File: src/rtl/mcce_pkg.sv
// Shared types, codes and constants of the map cell command encoder.
package mcce_pkg;

	// Item function codes
	localparam logic [3:0] FUNC_MULTI     = 4'd0;
	localparam logic [3:0] FUNC_ADJACENT  = 4'd1;
	localparam logic [3:0] FUNC_CAPTIONED = 4'd2;
	localparam logic [3:0] FUNC_CIRCLE    = 4'd3;
	localparam logic [3:0] FUNC_SECTOR    = 4'd4;
	localparam logic [3:0] FUNC_FAT       = 4'd5;
	localparam logic [3:0] FUNC_NULL      = 4'd6;
	localparam logic [3:0] FUNC_LONG_VANE = 4'd7;
	localparam logic [3:0] FUNC_SHORT_VANE = 4'd8;
	localparam logic [3:0] FUNC_END_TILE  = 4'd9;

	// Command stream bytes
	localparam logic [7:0] PRE_LONG     = 8'hF0;
	localparam logic [7:0] PRE_SHORT    = 8'hCF;
	localparam logic [7:0] PRE_CANCEL   = 8'hC0;
	localparam logic [7:0] OP_CIRCLE    = 8'h60;
	localparam logic [7:0] OP_SECTOR    = 8'h40;
	localparam logic [7:0] OP_FAT       = 8'h70;
	localparam logic [7:0] OP_NULL      = 8'hB0;
	localparam logic [7:0] OP_CAPTIONED = 8'h90;
	localparam logic [7:0] OP_ADJACENT  = 8'h80;
	localparam logic [7:0] OP_MULTI     = 8'hA0;
	localparam logic [7:0] OP_SHORT_VANE = 8'h20;
	localparam logic [7:0] OP_END_TILE  = 8'hFF;

	localparam logic [8:0] POS_NONE    = 9'h1FF;
	localparam logic [2:0] CAPTION_MAX = 3'd7;

	// (8*bearing + 45) / 90 as a reciprocal multiply, exact for operands below 10082
	localparam logic [12:0] BEARING_RECIP = 13'd5826;
	localparam int          BEARING_SHIFT = 19;

	localparam int MCCE_QUEUE_DEPTH = 2;

	typedef struct packed {
		logic [3:0]         func;
		logic [7:0]         cell_pos;
		logic [3:0]         glyph_size;
		logic [3:0]         colour;
		logic               estimated;
		logic [8:0]         bearing_deg;
		logic signed [31:0] vane_angle;
		logic [2:0]         caption_len;
		logic [55:0]        caption_chars;
	} in_item_t;

	typedef struct packed {
		logic [7:0] out_byte;
		logic       last_byte;
	} out_item_t;

	// One classified item: up to four header bytes, then caption bytes
	typedef struct packed {
		logic [3:0][7:0] hdr;
		logic [2:0]      hcnt;
		logic [2:0]      ccnt;
		logic [55:0]     chars;
	} cmd_t;

endpackage

File: src/rtl/mcce_front.sv
// Front end: accepts items, tracks tile position state and classifies into byte commands.
module mcce_front import mcce_pkg::*; (
	input  logic     clk,
	input  logic     arst_n,
	input  logic     item_valid,
	output logic     item_ready,
	input  in_item_t item,
	input  logic     full,
	output logic     push,
	output cmd_t     cmd
);

	logic [8:0]  last_q;
	logic        any_q;
	logic        take;

	logic [8:0]  pos9;
	logic [8:0]  d;
	logic [8:0]  dm1;
	logic [8:0]  dm2;
	logic [7:0]  rpre0, rpre1, cpre0, cpre1;
	logic [1:0]  rn, cn;
	logic [3:0]  r1;
	logic [12:0] by;
	logic [25:0] bprod;
	logic [4:0]  bsect;
	logic [5:0]  vu;
	logic [4:0]  vcode;
	logic [2:0]  clen;
	logic [7:0]  pre0, pre1, body0, body1;
	logic [1:0]  npre, nbody;

	assign item_ready = !full;
	assign take       = item_valid && item_ready;

	always_comb begin
		pos9 = {1'b0, item.cell_pos};
		if (last_q == POS_NONE) begin
			d = pos9 + 9'd1;
		end else if (pos9 > last_q) begin
			d = pos9 - last_q;
		end else begin
			d = 9'd1;
		end
		dm1 = d - 9'd1;
		dm2 = d - 9'd2;
	end

	// Skip reduced to 1..16 for the opcode nibble
	always_comb begin
		rpre0 = PRE_LONG;
		rpre1 = dm1[7:0];
		rn    = 2'd0;
		r1    = dm1[3:0];
		if (d >= 9'd33) begin
			rn = 2'd2;
			r1 = 4'd0;
		end else if (d >= 9'd17) begin
			rpre0 = PRE_SHORT;
			rn    = 2'd1;
		end
	end

	// Sector items cancel the skip completely
	always_comb begin
		cpre0 = PRE_LONG;
		cpre1 = dm1[7:0];
		cn    = 2'd0;
		if (d > 9'd17) begin
			cn = 2'd2;
		end else if (d >= 9'd2) begin
			cpre0 = PRE_CANCEL | {4'h0, dm2[3:0]};
			cn    = 2'd1;
		end
	end

	always_comb begin
		by    = {1'b0, item.bearing_deg, 3'b000} + 13'd45;
		bprod = {13'd0, by} * {13'd0, BEARING_RECIP};
		bsect = bprod[BEARING_SHIFT +: 5];
		vu    = item.vane_angle[31:26] + 6'd1;
		vcode = vu[5:1];
		clen  = (item.caption_len > CAPTION_MAX) ? CAPTION_MAX : item.caption_len;
	end

	always_comb begin
		pre0  = rpre0;
		pre1  = rpre1;
		npre  = rn;
		body0 = 8'h00;
		body1 = {item.glyph_size, item.colour};
		nbody = 2'd1;
		case (item.func)
			FUNC_MULTI: begin
				body0 = OP_MULTI | {4'h0, r1};
			end
			FUNC_ADJACENT: begin
				body0 = OP_ADJACENT | {4'h0, r1};
				body1 = {item.estimated, 3'b000, item.colour};
				nbody = 2'd2;
			end
			FUNC_CAPTIONED: begin
				body0 = OP_CAPTIONED | {4'h0, r1};
				body1 = {item.estimated, clen, item.colour};
				nbody = 2'd2;
			end
			FUNC_CIRCLE: begin
				body0 = OP_CIRCLE | {4'h0, r1};
				nbody = 2'd2;
			end
			FUNC_SECTOR: begin
				pre0  = cpre0;
				pre1  = cpre1;
				npre  = cn;
				body0 = OP_SECTOR | {3'b000, bsect};
				nbody = 2'd2;
			end
			FUNC_FAT: begin
				body0 = OP_FAT | {4'h0, r1};
				nbody = 2'd2;
			end
			FUNC_NULL: begin
				body0 = OP_NULL | {4'h0, r1};
			end
			FUNC_LONG_VANE: begin
				npre  = 2'd0;
				body0 = {3'b000, vcode};
			end
			FUNC_SHORT_VANE: begin
				npre  = 2'd0;
				body0 = OP_SHORT_VANE | {3'b000, vcode};
			end
			FUNC_END_TILE: begin
				npre  = 2'd0;
				body0 = OP_END_TILE;
				nbody = any_q ? 2'd1 : 2'd0;
			end
			default: begin
				npre  = 2'd0;
				nbody = 2'd0;
			end
		endcase
	end

	always_comb begin
		case (npre)
			2'd1:    cmd.hdr = {8'h00, body1, body0, pre0};
			2'd2:    cmd.hdr = {body1, body0, pre1, pre0};
			default: cmd.hdr = {8'h00, 8'h00, body1, body0};
		endcase
		cmd.hcnt  = {1'b0, npre} + {1'b0, nbody};
		cmd.ccnt  = (item.func == FUNC_CAPTIONED) ? clen : 3'd0;
		cmd.chars = item.caption_chars;
	end

	assign push = take && (cmd.hcnt != 3'd0);

	always_ff @(posedge clk or negedge arst_n) begin
		if (!arst_n) begin
			last_q <= POS_NONE;
			any_q  <= 1'b0;
		end else if (take) begin
			if (item.func <= FUNC_NULL) begin
				last_q <= pos9;
				any_q  <= 1'b1;
			end else if (item.func == FUNC_END_TILE) begin
				last_q <= POS_NONE;
				any_q  <= 1'b0;
			end
		end
	end

endmodule

File: src/rtl/mcce_queue.sv
// Short command queue between the front and back ends.
module mcce_queue import mcce_pkg::*; #(
	parameter int DEPTH = MCCE_QUEUE_DEPTH
) (
	input  logic clk,
	input  logic arst_n,
	input  logic push,
	input  cmd_t wdata,
	output logic full,
	output logic head_valid,
	output cmd_t head,
	input  logic pop
);

	localparam int PW = $clog2(DEPTH);
	localparam int CW = $clog2(DEPTH + 1);

	cmd_t          mem_q [DEPTH];
	logic [PW-1:0] wr_q, rd_q;
	logic [CW-1:0] cnt_q;

	assign full       = (cnt_q == CW'(DEPTH));
	assign head_valid = (cnt_q != '0);
	assign head       = mem_q[rd_q];

	always_ff @(posedge clk) begin
		if (push) begin
			mem_q[wr_q] <= wdata;
		end
	end

	always_ff @(posedge clk or negedge arst_n) begin
		if (!arst_n) begin
			wr_q  <= '0;
			rd_q  <= '0;
			cnt_q <= '0;
		end else begin
			if (push) begin
				wr_q <= (wr_q == PW'(DEPTH - 1)) ? '0 : wr_q + PW'(1);
			end
			if (pop) begin
				rd_q <= (rd_q == PW'(DEPTH - 1)) ? '0 : rd_q + PW'(1);
			end
			if (push && !pop) begin
				cnt_q <= cnt_q + CW'(1);
			end else if (pop && !push) begin
				cnt_q <= cnt_q - CW'(1);
			end
		end
	end

endmodule

File: src/rtl/mcce_back.sv
// Back end: plays queued commands one byte per free cycle into the output register.
module mcce_back import mcce_pkg::*; (
	input  logic      clk,
	input  logic      arst_n,
	input  logic      head_valid,
	input  cmd_t      head,
	output logic      pop,
	output logic      code_valid,
	input  logic      code_ready,
	output out_item_t code
);

	cmd_t      work_q;
	cmd_t      cur;
	cmd_t      nxt;
	logic      busy;
	logic      cur_valid;
	logic      slot_free;
	logic      emit;
	logic      valid_q;
	out_item_t code_q;
	out_item_t byte_d;
	logic [3:0] left;

	assign busy      = (work_q.hcnt != 3'd0) || (work_q.ccnt != 3'd0);
	assign cur       = busy ? work_q : head;
	assign cur_valid = busy || head_valid;
	assign slot_free = !valid_q || code_ready;
	assign emit      = slot_free && cur_valid;
	assign pop       = emit && !busy;

	always_comb begin
		left = {1'b0, cur.hcnt} + {1'b0, cur.ccnt};
		nxt  = cur;
		if (cur.hcnt != 3'd0) begin
			byte_d.out_byte = cur.hdr[0];
			nxt.hdr         = {8'h00, cur.hdr[3:1]};
			nxt.hcnt        = cur.hcnt - 3'd1;
		end else begin
			byte_d.out_byte = cur.chars[7:0];
			nxt.chars       = {8'h00, cur.chars[55:8]};
			nxt.ccnt        = cur.ccnt - 3'd1;
		end
		byte_d.last_byte = (left == 4'd1);
	end

	always_ff @(posedge clk or negedge arst_n) begin
		if (!arst_n) begin
			work_q  <= '0;
			valid_q <= 1'b0;
		end else begin
			if (emit) begin
				work_q <= nxt;
			end
			if (slot_free) begin
				valid_q <= cur_valid;
			end
		end
	end

	always_ff @(posedge clk) begin
		if (emit) begin
			code_q <= byte_d;
		end
	end

	assign code_valid = valid_q;
	assign code       = code_q;

endmodule

File: src/rtl/map_cell_command_encoder.sv
// Top level of the map cell command encoder.
// Turns the cell records of one tile into a byte command stream. An item is
// taken in any cycle in which the command queue (QUEUE_DEPTH entries) has room,
// so items may follow back to back; the byte port then delivers one byte per
// cycle unless code_ready stalls it. An item has 1 to 4 bytes for cells,
// vanes and end of tile, up to 11 for a captioned tower. The sustained item
// rate is therefore set by the single byte output register. The first byte
// passes through the command queue and then the output register. Items that
// make no bytes (end of tile with nothing coded, unused function codes) are
// taken at the input and never enter the queue.
module map_cell_command_encoder import mcce_pkg::*; #(
	parameter int QUEUE_DEPTH = MCCE_QUEUE_DEPTH
) (
	input  logic      clk,
	input  logic      arst_n,
	input  logic      item_valid,
	output logic      item_ready,
	input  in_item_t  item,
	output logic      code_valid,
	input  logic      code_ready,
	output out_item_t code
);

	logic push, full, head_valid, pop;
	cmd_t cmd, head;

	mcce_front u_front (
		.clk        (clk),
		.arst_n     (arst_n),
		.item_valid (item_valid),
		.item_ready (item_ready),
		.item       (item),
		.full       (full),
		.push       (push),
		.cmd        (cmd)
	);

	mcce_queue #(
		.DEPTH (QUEUE_DEPTH)
	) u_queue (
		.clk        (clk),
		.arst_n     (arst_n),
		.push       (push),
		.wdata      (cmd),
		.full       (full),
		.head_valid (head_valid),
		.head       (head),
		.pop        (pop)
	);

	mcce_back u_back (
		.clk        (clk),
		.arst_n     (arst_n),
		.head_valid (head_valid),
		.head       (head),
		.pop        (pop),
		.code_valid (code_valid),
		.code_ready (code_ready),
		.code       (code)
	);

endmodule

File: config.mk
export PLATFORM = sky130hd
export DESIGN_NAME = map_cell_command_encoder
export DESIGN_NICKNAME = d
export VERILOG_FILES = /design/src/rtl/mcce_pkg.sv /design/src/rtl/mcce_front.sv /design/src/rtl/mcce_queue.sv /design/src/rtl/mcce_back.sv /design/src/rtl/map_cell_command_encoder.sv
export SDC_FILE = /design/constraint.sdc
export NUM_CORES = 1
export LEC_CHECK = 0
export ABC_AREA = 1
export BUFFER_PORTS_ARGS = -buffer_cell sky130_fd_sc_hd__buf_2
export CAP_MARGIN = 20
export CORE_UTILIZATION = 25
export DETAILED_ROUTE_END_ITERATION = 10
export PLACE_DENSITY = 0.4
export SLEW_MARGIN = 0
export SYNTH_ARGS = -nofsm -noshare
export SYNTH_HDL_FRONTEND = slang
export SYNTH_HIERARCHICAL = 1
export SYNTH_SLANG_ARGS = --single-unit
export TNS_END_PERCENT = 20
File: constraint.sdc
create_clock -name clk -period 15.95 [get_ports clk]
set_clock_uncertainty 0.1 [all_clocks]
set_input_delay 2.3925 -clock clk [delete_from_list [all_inputs] [get_ports clk]]
set_output_delay 2.3925 -clock clk [all_outputs]
set_load 0.05 [all_outputs]
**After elaboration in Yosys (flattened, before gate mapping)**

Memories as Yosys holds them, arrays and structs flattened.
Index checks and enable logic that the tools add are counted.

- Multipliers: 1
- Reductions and logical operators: 26
- Eq/ne operators: 14
- Mux-type cells: 34
- Add/sub/neg operators: 14
- Order comparisons: 7

Operator list:

| kind | count |
|---|---|
| 94-bit 2-to-1 mux | 1 |
| 8-bit one-hot mux with 10 select lines | 1 |
| 32-bit one-hot mux with 2 select lines | 1 |
| 59-bit 2-to-1 mux | 1 |
| 9-bit 2-to-1 mux | 4 |
| 35-bit 2-to-1 mux | 1 |
| 8-bit 2-to-1 mux | 3 |
| 13-bit by 12-bit multiplier with 23-bit output (second input constant) | 1 |
| 6-bit 2-to-1 mux | 3 |
| 4-bit by 3-bit == test with 1-bit output (second input constant) | 4 |
| 8-bit one-hot mux with 2 select lines | 1 |
| 12-bit by 6-bit adder with 13-bit output (second input constant) | 1 |
| 3-bit nonzero test | 4 |
| 8-bit by 1-bit adder with 9-bit output (second input constant) | 1 |
| 9-bit == test (second input constant) | 1 |
| 9-bit by 2-bit >= comparator with 1-bit output (second input constant) | 1 |
| 9-bit by 5-bit >= comparator with 1-bit output (second input constant) | 1 |
| 9-bit by 6-bit >= comparator with 1-bit output (second input constant) | 1 |
| 8-bit by 9-bit greater-than comparator with 1-bit output | 1 |
| 9-bit by 5-bit greater-than comparator with 1-bit output (second input constant) | 1 |
| 1-bit 2-to-1 mux | 9 |
| 8-bit by 9-bit subtractor with 9-bit output | 1 |
| 4-bit by 1-bit == test with 1-bit output (second input constant) | 2 |
| 4-bit by 2-bit == test with 1-bit output (second input constant) | 2 |
| other kinds (28) | 49 |

- Memories kept: 1
- Register bits: 118
- RAM bits: 188

Memories:

| memory | depth | width | rd ports | clocked after memory_dff | write ports | line | text |
|---|---|---|---|---|---|---|---|
| u_queue.mem_q | 2 | 94 | 1 | 0 | 1 | mcce_queue.sv:18 | `cmd_t mem_q [DEPTH];` |

**Longest topological paths before layout**

- Depth in word-level cells: 14
- Depth in mapped cells: 29
- Gate-level depth less buffers: 29

**Modules after synthesis**

Netlist, hierarchy kept.

By module, submodules not included:

| module | cells an instance | area an instance (um^2) | times used | seq. area each (um^2) |
|---|---|---|---|---|
| mcce_queue | 318 | 7200.7 | 1 | 5745.5 |
| mcce_back | 754 | 5650.4 | 1 | 2647.5 |
| mcce_front | 758 | 4840.9 | 1 | 261.5 |

**Least setup slack after synthesis**

Ideal clock, no wire load.

- Path kind: input-to-reg
- From: input port item[109] (netlist bit)
- To: memory u_queue/mem_q[0][0] (netlist bit) (enable)
- Path slack: 5.963 ns
- Buffers on the path: 0
- Setup time: 0.547 ns
- Arrival: 9.339 ns
- Cell stages on the path: 20
- Cells stage by stage: inv_1 ha_1 inv_1 fa_1 nand3_1 o21ai_0 inv_1 ha_1 nand3_1 nor2_1 a21oi_2 nor2_4 nand3_1 nand2_1 ha_1 fa_1 nor3_1 nor2_1 inv_1 nor2_1

RTL lines:

| item | line | text |
|---|---|---|
| start, declared | map_cell_command_encoder.sv:18 | `input in_item_t item,` |
| end, declared | mcce_queue.sv:18 |  |

==> results.py <==
metrics = {
    "timing": {
        "period_needed_ps": 8050,
        "fin_tns_setup_ps": 0,
        "min_period_over_period": 0.505,
        "rsz0062_at_grt": "no",
        "slew_headroom": 0.273,
        "max_freq_mhz": 124,
        "setup_viol": 0,
        "max_slew.worst_pin.slew_ps": 1080,
        "report.final.hold_viol_count": 0,
        "slew_viol_final": 0,
    },
    "global_routing": {
        "antenna_found_initial": 8,
        "grt_max_degree": 67,
        "grt_pass1_wl_um": 72600,
        "grt.overflow.total": 0,
        "grt_pass1_vias": 12800,
        "grtUsageTotal": 0.130,
    },
    "worst_setup_path": {
        "crit_arrival_ps": 8210,
        "cp-end-kind": "flop",
        "worstSetupPathType": "primary input to flop",
        "cpMostUsedCell": "nand2_1",
        "reg2reg_slack_ps": 9770,
        "cp.required_ps": 16110,
        "cp-start-kind": "primary input",
        "cp_slowest_cell": "xor2_1",
        "slowest_delay_ps": 570,
        "cp_max_fo": 7,
    },
    "yosys": {
        "synthFlopType": "edfxtp_1",
        "postSynthAreaPerCell_um2": 9.67,
        "netlist_instances": 1830,
        "async_reset_ff_frac": 0.356,
        "synth_edf_count": 197,
        "ys_seq_area_frac": 0.489,
        "yosysWarnings": 6,
        "synth.distinct_cells": 59,
        "netlist_area_um2": 17700,
        "synth_nets": 2056,
        "synth-seq-cells": 306,
    },
    "clock_tree": {
        "htreeDepth": 2,
        "cts_tree": "yes",
        "cts_resized": 0,
        "holdBufCountCts": 0,
        "cts_sinks": 306,
        "cts_made_buffers": 39,
        "clockBufferDepth": 3,
        "cts.clk_slew.worst_paths_ps": 60,
        "postCtsSetupBuffers": 0,
        "clk_latency_ps": 540,
        "root_buffer": "clkbuf_16",
    },
    "final_layout": {
        "layout_common_cells": "nand2_1, edfxtp_1, inv_1, buf_2, dfrtp_1",
        "fillers": 7455,
        "nets": 2099,
        "final_common_cell": "nand2_1",
        "final_util": 0.285,
        "area_delta_synth_final_pct": 12.9,
        "drive_gt1_frac": 0.174,
    },
    "power_and_ir_drop": {
        "power.switching_mw": 1.52,
        "power.density_nw_per_um2": 188,
        "leakagePower_nw": 8.84,
        "p_comb_frac": 0.441,
        "seqPwrFrac": 0.335,
        "ir_drop_mv": 0.0941,
        "internal_power_mw": 2.24,
        "p_clk_frac": 0.223,
        "p_sw_frac": 0.405,
    },
    "floorplan": {
        "ios": 136,
        "rows": 97,
        "coreArea_um2": 70000,
        "die_h_um": 268,
        "initial_utilization": 0.253,
        "die_x_um": 268,
        "die_area_um2": 71800,
    },
    "placement": {
        "numPortBuffers": 109,
        "globalplace.congestion": 0.814,
        "dp_hpwl_um": 31100,
    },
    "drt": {
        "drtPass1Iterations": 6,
        "vias_per_cell": 4.37,
        "wl_um": 46300,
        "drc": 0,
        "ant_nets": 0,
        "drt_first_iter_violations": 682,
        "num_vias": 12400,
        "wl_per_cell_um": 16.2,
    },
    "min_path": {
        "min_path_type": "flop to flop",
    },
    "status": {
        "status": "finished, final reports clean",
    },
    "run": {
        "maxCapViolCount": 0,
    },
}
Yosys cell counts (21+ instances only):
master | count | share of area
xor2_1 | 23 | 0.011
buf_4 | 64 | 0.027
mux2_2 | 44 | 0.028
mux2_4 | 50 | 0.042
o21ai_0 | 39 | 0.011
fa_1 | 23 | 0.026
nor2_1 | 77 | 0.016
inv_1 | 180 | 0.038
o211ai_1 | 31 | 0.013
nand2_1 | 548 | 0.12
o22ai_1 | 21 | 0.0074
nand3_1 | 83 | 0.023
a21oi_1 | 46 | 0.013
dfrtp_1 | 100 | 0.14
ha_1 | 78 | 0.055
o21ai_1 | 35 | 0.0099
buf_2 | 37 | 0.010
edfxtp_1 | 197 | 0.33
per-layer routing:
metal	part of all wire	wire, um	vias up	global-route usage
li1	-	-	6173	-
met1	0.46	21300	5980	0.167
met2	0.48	22000	220	0.223
met3	0.042	1940	66	0.0251
met4	0.020	943	6	0.0351
met5	0.00095	44	-	0
state kept, by name, indices dropped and copies added (netlist names):
signal,flops
u_back/code,9
u_back/code_valid,1
u_back/work_q,94
u_front/any_q,1
u_front/last_q,9
u_queue/cnt_q,2
u_queue/mem_q,188
u_queue/rd_q,1
u_queue/wr_q,1
power by group through the flow:
stage	Clock, mW	Sequential, mW	Combinational, mW
2_1_floorplan	0	1.28	1.25
3_3_place_gp	0	1.27	1.67
3_5_place_dp	0	1.28	1.68
4_1_cts	0.872	1.26	1.69
5_1_grt	0.904	1.29	1.88
6_report	0.838	1.26	1.66
final cells by class:
type                    instances  area (um^2)  area share
flip-flops and latches        306         8660       0.433
multi-input cells            1217         7550       0.378
well taps                     940         1180      0.0589
clock buffers                  47         1060      0.0529
inverters                     188          709      0.0355
repair buffers                121          651      0.0326
clock inverters                24          163     0.00814
diodes                          4         10.0    0.000501
stage by stage:
stage               hold WS, ps  power, mW  instance area [um^2]  std cells  setup slack [ps]
global route                418       4.07                 20000       2845              7500
finish                      389       3.76                 20000       2847              7900
global placement            358       2.94                 18700       2771              7380
CTS                         386       3.82                 19900       2842              7950
detailed placement          371       2.95                 18700       2771              7370
floorplan                   342       2.53                 17700       1830              5960
critical path: cells and delay by family:
| family | cells | cell delay, ps |
|---|---|---|
| XOR/XNOR | 1 | 570 |
| buffers and inverters | 4 | 480 |
| adder cells (fa/ha/maj) | 7 | 2740 |
| AO/OA/AOI/OAI | 1 | 300 |
| AND/OR/NAND/NOR | 13 | 1740 |
path summary, 6_finish.rpt:
path | startpoint | end | cells past startpoint
max in group asynchronous | arst_n | u_queue/rd_q$_DFFE_PN0P_ | 2
max reg2reg | u_front/last_q[2]$_DFFE_PN1P_ | u_queue/mem_q[1][55]$_DFFE_PP_ | 23
min reg2reg | u_queue/cnt_q[1]$_DFFE_PN0P_ | u_queue/cnt_q[1]$_DFFE_PN0P_ | 2
min in group asynchronous | arst_n | u_front/any_q$_DFFE_PN0P_ | 1
max | item[91] | u_queue/mem_q[1][64]$_DFFE_PP_ | 26
min | u_queue/cnt_q[1]$_DFFE_PN0P_ | u_queue/cnt_q[1]$_DFFE_PN0P_ | 2
cells by family after synthesis:
logic type               after synthesis  synth area share
AO/OA/AOI/OAI                        220            0.0770
multiplexers                          95            0.0710
flip-flops                           306             0.489
AND/OR/NAND/NOR                      769             0.181
buffers and inverters                307            0.0851
adder cells (fa/ha/maj)              101            0.0812
XOR/XNOR                              32            0.0158
(Power assumes the default switching activity.)
